[src/rtl/bslc_pkg.sv]
// Package: payload types, register indexes and state codes of the button press classifier
`timescale 1ns / 1ps
package bslc_pkg;

   // Input item
   typedef struct packed {
      logic [1:0] opcode;
      logic       button;
      logic       up_released;
      logic       down_released;
   } req_type;

   // Result item
   typedef struct packed {
      logic event_taken;
      logic held;
   } rsp_type;

   // Effective (limited) thresholds handed to each button
   typedef struct packed {
      logic [5:0] min_ticks;
      logic [6:0] long_ticks;
      logic [5:0] holdoff_ticks;
   } cfg_type;

   localparam int CSR_IDX_W  = 2;
   localparam int CSR_DATA_W = 7;

   localparam logic [CSR_IDX_W-1:0] CSR_MIN_PRESS  = 2'd0;
   localparam logic [CSR_IDX_W-1:0] CSR_LONG_PRESS = 2'd1;
   localparam logic [CSR_IDX_W-1:0] CSR_HOLDOFF    = 2'd2;

   localparam logic [5:0] MIN_PRESS_RESET  = 6'd2;
   localparam logic [6:0] LONG_PRESS_RESET = 7'd60;
   localparam logic [5:0] HOLDOFF_RESET    = 6'd10;

   localparam logic [6:0] LONG_PRESS_MAX = 7'd99;
   localparam logic [5:0] HOLDOFF_MAX    = 6'd49;

   localparam logic [1:0] OP_TICK       = 2'd0;
   localparam logic [1:0] OP_TAKE_SHORT = 2'd1;
   localparam logic [1:0] OP_TAKE_LONG  = 2'd2;
   localparam logic [1:0] OP_CLEAR      = 2'd3;

   localparam logic [7:0] CODE_IDLE     = 8'd0;
   localparam logic [7:0] CODE_HOLDOFF  = 8'd100;
   localparam logic [7:0] CODE_HOLD_END = 8'd150;
   localparam logic [7:0] CODE_EVENTS   = 8'd200;
   localparam logic [7:0] CODE_SHORT    = 8'd201;
   localparam logic [7:0] CODE_LONG     = 8'd202;
   localparam logic [7:0] CODE_TAKEN    = 8'd203;

endpackage

[src/rtl/button_short_long_press_classifier_unit.sv]
// Top level: input register, two button state machines, result register, config registers
//
//   channel | direction | handshake          | payload
//   req     | in        | req_valid/req_stall | req_data  (opcode, button, pin levels)
//   rsp     | out       | rsp_valid/rsp_stall | rsp_data  (event_taken, held)
//   csr     | in        | csr_valid/csr_ready | csr_index, csr_data
//
// One item per cycle while the result is not stalled; a transferred item is held in the
// input register, moves into the result register when that register is free or draining,
// and transfers out from there, with the state update lying between the two registers.
// Reset clears both buttons to idle and loads the threshold defaults.
// A stalled result holds its register; the input register still takes one more item,
// then req_stall rises until the result drains.
`timescale 1ns / 1ps
module button_short_long_press_classifier_unit (
   input  logic                                clock,
   input  logic                                reset,
   input  logic                                req_valid,
   output logic                                req_stall,
   input  bslc_pkg::req_type                   req_data,
   output logic                                rsp_valid,
   input  logic                                rsp_stall,
   output bslc_pkg::rsp_type                   rsp_data,
   input  logic                                csr_valid,
   output logic                                csr_ready,
   input  logic [bslc_pkg::CSR_IDX_W-1:0]      csr_index,
   input  logic [bslc_pkg::CSR_DATA_W-1:0]     csr_data
);
   import bslc_pkg::*;

   logic       in_valid_ff;
   req_type    in_ff;
   logic       rsp_valid_ff;
   rsp_type    rsp_ff;
   rsp_type    rsp_in;
   logic       advance;
   logic       req_take;
   logic [1:0] hit;
   logic [1:0] released;
   logic       csr_write;
   logic [5:0] min_ff;
   logic [6:0] long_ff;
   logic [5:0] holdoff_ff;
   cfg_type    cfg;

   // advance: the buffered item moves into the result register
   assign advance   = in_valid_ff && (!rsp_valid_ff || !rsp_stall);
   assign req_stall = in_valid_ff && !advance;
   assign req_take  = req_valid && !req_stall;
   assign csr_ready = 1'b1;
   assign csr_write = csr_valid && csr_ready;

   assign released[0] = in_ff.up_released;
   assign released[1] = in_ff.down_released;

   // Limit thresholds to the ranges the code space allows
   assign cfg.long_ticks    = (long_ff > LONG_PRESS_MAX) ? LONG_PRESS_MAX : long_ff;
   assign cfg.min_ticks     = (min_ff == 6'd0) ? 6'd1 : min_ff;
   assign cfg.holdoff_ticks = (holdoff_ff > HOLDOFF_MAX) ? HOLDOFF_MAX : holdoff_ff;

   for (genvar b = 0; b < 2; b++) begin : g_button
      bslc_button u_button (
         .clock    (clock),
         .reset    (reset),
         .advance  (advance),
         .opcode   (in_ff.opcode),
         .selected (in_ff.button == 1'(b)),
         .released (released[b]),
         .cfg      (cfg),
         .hit      (hit[b])
      );
   end

   assign rsp_in.event_taken = |hit;
   assign rsp_in.held        = !released[in_ff.button];

   always_ff @(posedge clock) begin
      if (reset) begin
         in_valid_ff  <= 1'b0;
         rsp_valid_ff <= 1'b0;
         min_ff       <= MIN_PRESS_RESET;
         long_ff      <= LONG_PRESS_RESET;
         holdoff_ff   <= HOLDOFF_RESET;
      end else begin
         if (req_take) begin
            in_valid_ff <= 1'b1;
         end else if (advance) begin
            in_valid_ff <= 1'b0;
         end
         if (advance) begin
            rsp_valid_ff <= 1'b1;
         end else if (!rsp_stall) begin
            rsp_valid_ff <= 1'b0;
         end
         if (csr_write) begin
            case (csr_index)
               CSR_MIN_PRESS:  min_ff     <= csr_data[5:0];
               CSR_LONG_PRESS: long_ff    <= csr_data;
               CSR_HOLDOFF:    holdoff_ff <= csr_data[5:0];
               default: ;
            endcase
         end
      end
   end

   always_ff @(posedge clock) begin
      if (req_take) begin
         in_ff <= req_data;
      end
      if (advance) begin
         rsp_ff <= rsp_in;
      end
   end

   assign rsp_valid = rsp_valid_ff;
   assign rsp_data  = rsp_ff;

   a_stall_full: assert property (@(posedge clock) disable iff (reset)
      req_stall |-> in_valid_ff && rsp_valid_ff && rsp_stall)
      else $error("input stalled without a blocked result");

   a_taken_op: assert property (@(posedge clock) disable iff (reset)
      advance && rsp_in.event_taken |->
         (in_ff.opcode == OP_TAKE_SHORT || in_ff.opcode == OP_TAKE_LONG))
      else $error("event reported for a tick or clear");

   a_one_hit: assert property (@(posedge clock) disable iff (reset)
      $onehot0(hit))
      else $error("both buttons reported a take");

   a_rsp_loaded: assert property (@(posedge clock) disable iff (reset)
      advance |=> rsp_valid_ff)
      else $error("result lost on transfer");

endmodule

[src/rtl/bslc_button.sv]
// One button: state code register and its next-state logic
`timescale 1ns / 1ps
module bslc_button (
   input  logic             clock,
   input  logic             reset,
   input  logic             advance,
   input  logic [1:0]       opcode,
   input  logic             selected,
   input  logic             released,
   input  bslc_pkg::cfg_type cfg,
   output logic             hit
);
   import bslc_pkg::*;

   logic [7:0] code_ff;
   logic [7:0] code_in;
   logic [7:0] code_inc;
   logic [7:0] want;

   assign code_inc = code_ff + 8'd1;
   assign want     = (opcode == OP_TAKE_SHORT) ? CODE_SHORT : CODE_LONG;
   assign hit      = selected && (code_ff == want) &&
                     ((opcode == OP_TAKE_SHORT) || (opcode == OP_TAKE_LONG));

   always_comb begin
      code_in = code_ff;
      case (opcode)
         OP_TICK: begin
            if (code_ff < CODE_HOLDOFF) begin
               if (!released) begin
                  code_in = (code_inc >= {1'b0, cfg.long_ticks}) ? CODE_LONG : code_inc;
               end else begin
                  code_in = (code_ff >= {2'b00, cfg.min_ticks}) ? CODE_SHORT : CODE_IDLE;
               end
            end else if (code_ff < CODE_HOLD_END && released) begin
               // count released ticks of the hold-off, then fall back to idle
               code_in = (code_inc >= CODE_HOLDOFF + {2'b00, cfg.holdoff_ticks}) ?
                         CODE_IDLE : code_inc;
            end
         end
         OP_TAKE_SHORT, OP_TAKE_LONG: begin
            if (hit) begin
               code_in = CODE_TAKEN;
            end
         end
         OP_CLEAR: begin
            if (released && code_ff > CODE_EVENTS) begin
               code_in = CODE_HOLDOFF;
            end
         end
         default: code_in = code_ff;
      endcase
   end

   always_ff @(posedge clock) begin
      if (reset) begin
         code_ff <= CODE_IDLE;
      end else if (advance) begin
         code_ff <= code_in;
      end
   end

   // Codes stay inside the count ranges or the three event codes
   a_code_range: assert property (@(posedge clock) disable iff (reset)
      code_ff < CODE_HOLD_END || code_ff == CODE_SHORT || code_ff == CODE_LONG ||
      code_ff == CODE_TAKEN)
      else $error("button code out of range");

   a_take_marks: assert property (@(posedge clock) disable iff (reset)
      advance && hit |=> code_ff == CODE_TAKEN)
      else $error("taken event not marked");

   a_hold_idle: assert property (@(posedge clock) disable iff (reset)
      !advance |=> $stable(code_ff))
      else $error("button code changed without a transfer");

endmodule

[config.mk]
export PLATFORM = sky130hd
export DESIGN_NAME = button_short_long_press_classifier_unit
export DESIGN_NICKNAME = d
export VERILOG_FILES = /design/src/rtl/bslc_pkg.sv /design/src/rtl/button_short_long_press_classifier_unit.sv /design/src/rtl/bslc_button.sv
export SDC_FILE = /design/constraint.sdc
export NUM_CORES = 1
export LEC_CHECK = 0
export BUFFER_PORTS_ARGS = -buffer_cell sky130_fd_sc_hd__buf_4
export CORE_MARGIN = 4
export CORE_UTILIZATION = 45
export CTS_CLUSTER_DIAMETER = 200
export DETAILED_ROUTE_END_ITERATION = 10
export PLACE_DENSITY = 0.68
export SYNTH_ARGS = -nofsm -noshare
export SYNTH_HDL_FRONTEND = slang
export SYNTH_SLANG_ARGS = --single-unit
[constraint.sdc]
create_clock -name clock -period 3.6 [get_ports clock]
set_clock_uncertainty 0.15 [all_clocks]
set_input_delay 0.54 -clock clock [delete_from_list [all_inputs] [get_ports clock]]
set_output_delay 0.54 -clock clock [all_outputs]
set_load 0.01 [all_outputs]
== Yosys cells after proc, flatten, opt, wreduce, memory -nomap -nowiden ==
Index checks and enable logic that the tools add are counted.

* Register bits: 44
* Output and inout port bits: 5
* Logic and storage cells: 103

* Add/sub/neg operators: 3
* Magnitude comparators: 15
* Eq/ne operators: 14
* Mux-type cells: 28
* Bitwise gates (word level): 1
* Reductions and logical operators: 29

{| class="wikitable"
|+ Operator list
! cell !! count
|-
| 8-bit 2-to-1 mux || 16
|-
| 8-bit one-hot mux with 3 select lines || 2
|-
| 8-bit by 1-bit adder with 8-bit output (second input constant) || 2
|-
| 8-bit equality test || 2
|-
| 8-bit by 6-bit greater-or-equal comparator with 1-bit output || 2
|-
| 8-bit by 7-bit greater-or-equal comparator with 1-bit output || 2
|-
| 8-bit greater-or-equal comparator || 2
|-
| 8-bit > comparator (second input constant) || 2
|-
| 8-bit by 7-bit < comparator with 1-bit output (second input constant) || 2
|-
| 8-bit < comparator (second input constant) || 2
|-
| 6-bit 2-to-1 mux || 2
|-
| 1-bit logical AND || 11
|-
| 2-bit by 1-bit != test with 1-bit output (second input constant) || 5
|-
| 7-bit by 6-bit adder with 8-bit output (first input constant) || 1
|-
| 4-bit AND reduction || 2
|-
| 7-bit > comparator (second input constant) || 1
|-
| 7-bit 2-to-1 mux || 1
|-
| 2-bit equality test (second input constant) || 3
|-
| 6-bit > comparator (second input constant) || 1
|-
| 6-bit logical NOT || 1
|-
| 1-bit 2-to-1 mux || 6
|-
| 3-bit by 1-bit != test with 1-bit output (second input constant) || 2
|-
| 2-bit AND reduction || 3
|-
| 1-bit logical NOT || 5
|-
| other kinds (8) || 12
|}

== Logic depth before layout (Yosys ltp) ==
* Depth after elaboration: 8
* Gate-level depth with buffers: 13
* Gate-level depth less buffers: 13

== Modules after synthesis ==
A second synthesis with hierarchy kept.

* Cell total of the unflattened synthesis: 474
* Area, all modules: 4051.4 µm²

{| class="wikitable"
|+ By module, submodules not included
! module !! times used !! cells an instance !! area each (µm²)
|-
| bslc_button at g_button[1].u_button || 1 || 175 || 1432.6
|-
| bslc_button at g_button[0].u_button || 1 || 177 || 1370.1
|-
| button_short_long_press_classifier_unit || 1 || 122 || 1248.7
|}

== Worst setup path before layout ==
OpenSTA, ideal clock, no wires.

* Path kind: reg-to-reg
* From: reg g_button[1].u_button.code_ff[0]
* To: reg g_button[1].u_button.code_ff[1]
* Data arrival time: 3.067 ns
* Required time: 3.364 ns
* Setup slack: 0.297 ns
* Cell stages (with the launch flop): 13
* Path buffers: 0
* Period minus slack after synthesis: 3.303 ns
* Cells stage by stage: dfxtp_1 -> ha_1 -> nand3_1 -> nor2_1 -> xnor2_1 -> inv_1 -> ha_1 -> and3_1 -> a311o_1 -> or2_4 -> maj3_2 -> a211o_1 -> a221oi_2

* Word-level cells in the longest chain between the ends: 6

{| class="wikitable"
|+ Ends and longest elaborated chain
! what !! line !! text
|-
| start: declaration || bslc_button.sv:15 || <nowiki>logic [7:0] code_ff;</nowiki>
|-
| start signal: assignment || bslc_button.sv:59 || <nowiki>code_ff <= code_in;</nowiki>
|-
| 8-bit by 1-bit adder with 8-bit output || bslc_button.sv:20 || <nowiki>assign code_inc = code_ff + 8'd1;</nowiki>
|-
| 8-bit greater-or-equal comparator / 8-bit by 7-bit greater-or-equal comparator with 1-bit output (equally long branches) || bslc_button.sv:37, bslc_button.sv:31 ||
|-
| 8-bit 2-to-1 mux (on tied branches) || bslc_button.sv:37, bslc_button.sv:31 ||
|-
| 8-bit 2-to-1 mux (on tied branches) || bslc_button.sv:35, bslc_button.sv:30 ||
|-
| 8-bit 2-to-1 mux || bslc_button.sv:29 || <nowiki>if (code_ff < CODE_HOLDOFF) begin</nowiki>
|-
| 8-bit one-hot mux with 3 select lines || bslc_button.sv:27 || <nowiki>case (opcode)</nowiki>
|}

Several ways; a longest one is shown, not always the timed one. The select of a mux whose other input is x is not followed.
A chain may end at the register's enable or synchronous reset.

== Worst setup path in the final report ==
* From: reg holdoff_ff[4]
* To: reg g_button[1].u_button.code_ff[3]

* Word-level cells in the longest chain between the ends: 8

{| class="wikitable"
|+ Ends and longest elaborated chain
! what !! line !! text
|-
| start: declaration || button_short_long_press_classifier_unit.sv:43 || <nowiki>logic [5:0] holdoff_ff;</nowiki>
|-
| start signal: assignment || button_short_long_press_classifier_unit.sv:99 || <nowiki>CSR_HOLDOFF: holdoff_ff <= csr_data[5:0];</nowiki>
|-
| 6-bit > comparator || button_short_long_press_classifier_unit.sv:59 || <nowiki>assign cfg.holdoff_ticks = (holdoff_ff > HOLDOFF_MAX) ? HOLDOFF_MAX : holdoff_ff;</nowiki>
|-
| 6-bit 2-to-1 mux (*) || button_short_long_press_classifier_unit.sv:59 ||
|-
| 7-bit by 6-bit adder with 8-bit output (*) || bslc_button.sv:37 || <nowiki>code_in = (code_inc >= CODE_HOLDOFF + {2'b00, cfg.holdoff_ticks}) ?</nowiki>
|-
| 8-bit greater-or-equal comparator (*) || bslc_button.sv:37 ||
|-
| 8-bit 2-to-1 mux (*) || bslc_button.sv:37 ||
|-
| 8-bit 2-to-1 mux (*) || bslc_button.sv:35 || <nowiki>end else if (code_ff < CODE_HOLD_END && released) begin</nowiki>
|-
| 8-bit 2-to-1 mux (*) || bslc_button.sv:29 ||
|-
| 8-bit one-hot mux with 3 select lines (*) || bslc_button.sv:27 ||
|}

Mark *: on every way between the ends. The rest lies on a longest branch, timed or not. The select of a mux whose other input is x is not followed.

==> metrics.md <==
| Metric | Value |
|---|---|
| Final RePlAce weighted congestion | 0.954 |
| PwrDens | 275 mW/mm2 |
| H-tree depth | 2 |
| Hold Startpoint | req_data[3] |
| Hold Path Depth | 1 |
| Vias | 3282 |
| Setup_tns | 0 ps |
| R2R cell count | 11 |
| Reg2reg setup slack | 150 ps |
| Global route total overflow | 0 |
| Largest area contributor in the netlist | dfxtp_1 |
| Mux contribution to synthesized area | 0.0428 |
| Wire length per cell after detailed routing | 17.0 um |
| Antenna Cells | 0 |
| Post-DP Area | 0.00382 mm2 |
| Iteration-0 DRC Markers | 278 |
| Final hold violation count | 0 |
| Share of layout cells above drive strength 1 | 0.124 |
| Unique masters post-synth | 66 |
| Starting Density | 0.460 |
| Max Slew Vio Count | 0 |
| CP max FO | 5 |
| EDFF count, synth | 7 |
| CP Launch Type | register |
| Synth Flop Type | dfxtp_1 |
| Syn Area/Cell | 8.21 um2 |
| Synth Net Count | 498 |
| P&R area growth vs syn | 10.9% |
| Outcome | finished clean |
| CP Data Required Time | 3690 ps |
| Crit share post-route | 0.958 |
| Hold-fix buffers, CTS | 0 |
| Crit path capture type | register |
| Vias in the first global route | 3158 |
| Tightest Pin Transition | 651 ps |
| Yosys reg bits | 44 |
| Final setup violation count | 0 |
| DP HPWL | 7400 um |
| I/O pin total | 24 |
| Nets | 519 |
| Die Ht | 96.7 um |
| Fmax | 290 MHz |
| Clk_lat worst skew | 300 ps |
| Lkg Pwr | 0.00181 uW |
| Hold Path Sink | in_ff[3]$_DFFE_PP_ |
| Drt pass-1 iters | 5 |
| Final WL | 9430 um |
| RSZ-0062 raised after global routing | false |
| Worst R2R Start | holdoff_ff[4]$_SDFFE_PP0P_ |
| Die ar. | 0.00935 mm2 |
| GRT Resource Usage Total | 0.201 |
| DRT antenna net count | 0 |
| Sequential area share after synthesis | 0.269 |
| Post-Synth Adder-Cell Area | 0.176 |
| Worst R2R End | g_button[1].u_button.code_ff[3]$_SDFFE_PP0P_ |
| Drc violations | 0 |
| Max clock buf depth | 2 |
| Synthesized area | 0.00354 mm2 |
| First-pass GRT wire length | 15500 um |
| Async S/R FF share, synth | 0 |
| CP arrival | 3540 ps |
| Root Driver | clkbuf_8 |
| Post-CTS Repair Setup Buffers | 0 |
| Via/cell ratio | 5.91 |
| Pin count of the biggest net entering global routing | 30 |
| Max-Cap Viols | 0 |
| Compound-cell area share of the yosys netlist | 0.213 |
| Initial antenna violation count | 0 |
| Clock-pin slew on the worst setup and hold paths | 90 ps |
| I/O Buffers | 22 |
| Die Span X | 96.7 um |
| Post-synthesis simple-gate area fraction | 0.218 |
| Leading post-synthesis cells by cell area | dfxtp_1 21%, ha_1 17%, edfxtp_1 5.9%, nand2_1 4.7%, mux2i_1 4.0% |
| Hold Path Class | input port to register |
| CP Class | register to register |
| Top-area cell type share of the netlist area | 0.209 |
| Num rows | 32 |
| Slew headroom | 0.563 |
| Core area | 0.00769 mm2 |
| Clock sink count | 44 |
| Largest family of logic cells by synthesized area | simple AND/OR/NAND/NOR gates |
| Total CTS buffers | 5 |
| Ys Warns | 0 |
| Cts repair resizes | 0 |
| Post-Synth XOR/XNOR Area | 0.0272 |
| Post-Syn Instances | 431 |
| Final min period | 3450 ps |
| CTS tree | yes |
| Design Area, Final | 0.00393 mm2 |
| Max VDD drop | 0.160 mV |
[kinds of logic after synthesis]
| group | Yosys count |
|---|---|
| buffers and inverters | 46 |
| XOR/XNOR | 11 |
| multiplexers | 15 |
| flip-flops | 44 |
| AND/OR/NAND/NOR | 153 |
| adder cells (fa/ha/maj) | 50 |
| other | 1 |
| AO/OA/AOI/OAI | 111 |
[metal layers]
layer	vias up	wire length (um)	GRT usage	part of all wire
met4	0	268	0.0788	0.028
met1	1521	4220	0.268	0.45
met3	22	518	0.0296	0.055
met5	-	0	0	0
met2	126	4420	0.326	0.47
li1	1613	-	-	-
[how the worst max path moves through the flow]
stage | start | end | slack, ps
after floorplan | g_button[1].u_button.code_ff[0]$_SDFFE_PP0P_ | g_button[1].u_button.code_ff[1]$_SDFFE_PP0P_ | 300
after global placement | holdoff_ff[4]$_SDFFE_PP0P_ | g_button[1].u_button.code_ff[3]$_SDFFE_PP0P_ | 260
after detailed placement | g_button[1].u_button.code_ff[2]$_SDFFE_PP0P_ | g_button[1].u_button.code_ff[3]$_SDFFE_PP0P_ | 210
after CTS | g_button[1].u_button.code_ff[2]$_SDFFE_PP0P_ | g_button[1].u_button.code_ff[3]$_SDFFE_PP0P_ | 170
after global routing | g_button[0].u_button.code_ff[1]$_SDFFE_PP0P_ | g_button[0].u_button.code_ff[6]$_SDFFE_PP0P_ | 20
final | holdoff_ff[4]$_SDFFE_PP0P_ | g_button[1].u_button.code_ff[3]$_SDFFE_PP0P_ | 150
[layout by cell type, fill, tap and decap left out, drive strengths merged, types with 3 or more instances in the layout]
master | Yosys | layout
a211oi | 5 | 5
a21boi | 4 | 4
a21o | 7 | 7
a21oi | 22 | 22
a221oi | 3 | 3
a31oi | 8 | 8
a41oi | 5 | 5
and2 | 5 | 5
and3 | 6 | 6
and4 | 3 | 3
buf | 10 | 32
clkbuf | 8 | 7
dfxtp | 37 | 37
edfxtp | 7 | 7
ha | 48 | 48
inv | 27 | 27
mux2i | 14 | 14
nand2 | 44 | 44
nand2b | 8 | 8
nand3 | 13 | 13
nand3b | 3 | 3
nand4 | 3 | 3
nor2 | 35 | 35
nor2b | 7 | 7
nor3 | 10 | 10
nor4 | 5 | 5
o211ai | 5 | 5
o21ai | 28 | 28
o31ai | 3 | 3
or2 | 4 | 4
xnor2 | 8 | 8
xor2 | 3 | 3
[cell usage after synthesis (6+ instances only)]
cell / number
dfxtp_1: 37
a31oi_1: 8
edfxtp_1: 7
clkbuf_1: 8
nand2b_1: 8
a21oi_1: 21
inv_1: 27
o21ai_0: 25
xnor2_1: 8
ha_1: 48
nand3_1: 12
mux2i_1: 14
nand2_1: 44
and3_1: 6
nor3_1: 10
buf_2: 7
nor2_1: 35
a21o_1: 7
nor2b_1: 7
[critical path, stage by stage, from the launching register on]
cell      delay [ps]
dfxtp_1          410
nand2_1          130
and2_1           220
ha_1             210
xnor2_1          290
ha_1             290
and3_1           150
a311o_1          340
or2_4            270
maj3_2           330
a211oi_1         370
o221a_2          250
[power by group]
part           switching (uW)  internal [uW]  leakage (uW)  total, uW
clock network             174            156     0.0000445        330
registers                20.4            518      0.000370        539
logic                     124           87.7       0.00139        212
[cell type report]
| cell class | instances | area (um2) |
|---|---|---|
| inverter | 28 | 105 |
| tap | 102 | 128 |
| fill | 745 | 3760 |
| clock inverter | 1 | 7.51 |
| multi-input combinational | 341 | 2400 |
| clock buffer | 7 | 86.3 |
| timing repair buffer | 32 | 240 |
| sequential | 44 | 953 |
[stage by stage]
step	setup slack, ps	power [uW]	util	cells	hold slack [ps]
4_1_cts	172	1090	0.509	555	253
5_1_grt	20.1	1140	0.511	555	241
3_3_place_gp	264	754	0.497	547	316
6_report	150	1080	0.511	555	263
2_1_floorplan	297	684	-	431	294
3_5_place_dp	208	758	0.497	547	326
[registers in the layout, summed over array words and instances (netlist names)]
| signal | cells |
|---|---|
| min_ff | 6 |
| in_ff | 5 |
| rsp_valid | 1 |
| g_button.u_button.code_ff | 16 |
| long_ff | 7 |
| in_valid_ff | 1 |
| rsp_data | 2 |
| holdoff_ff | 6 |
Power figures use the tool's default switching activity.
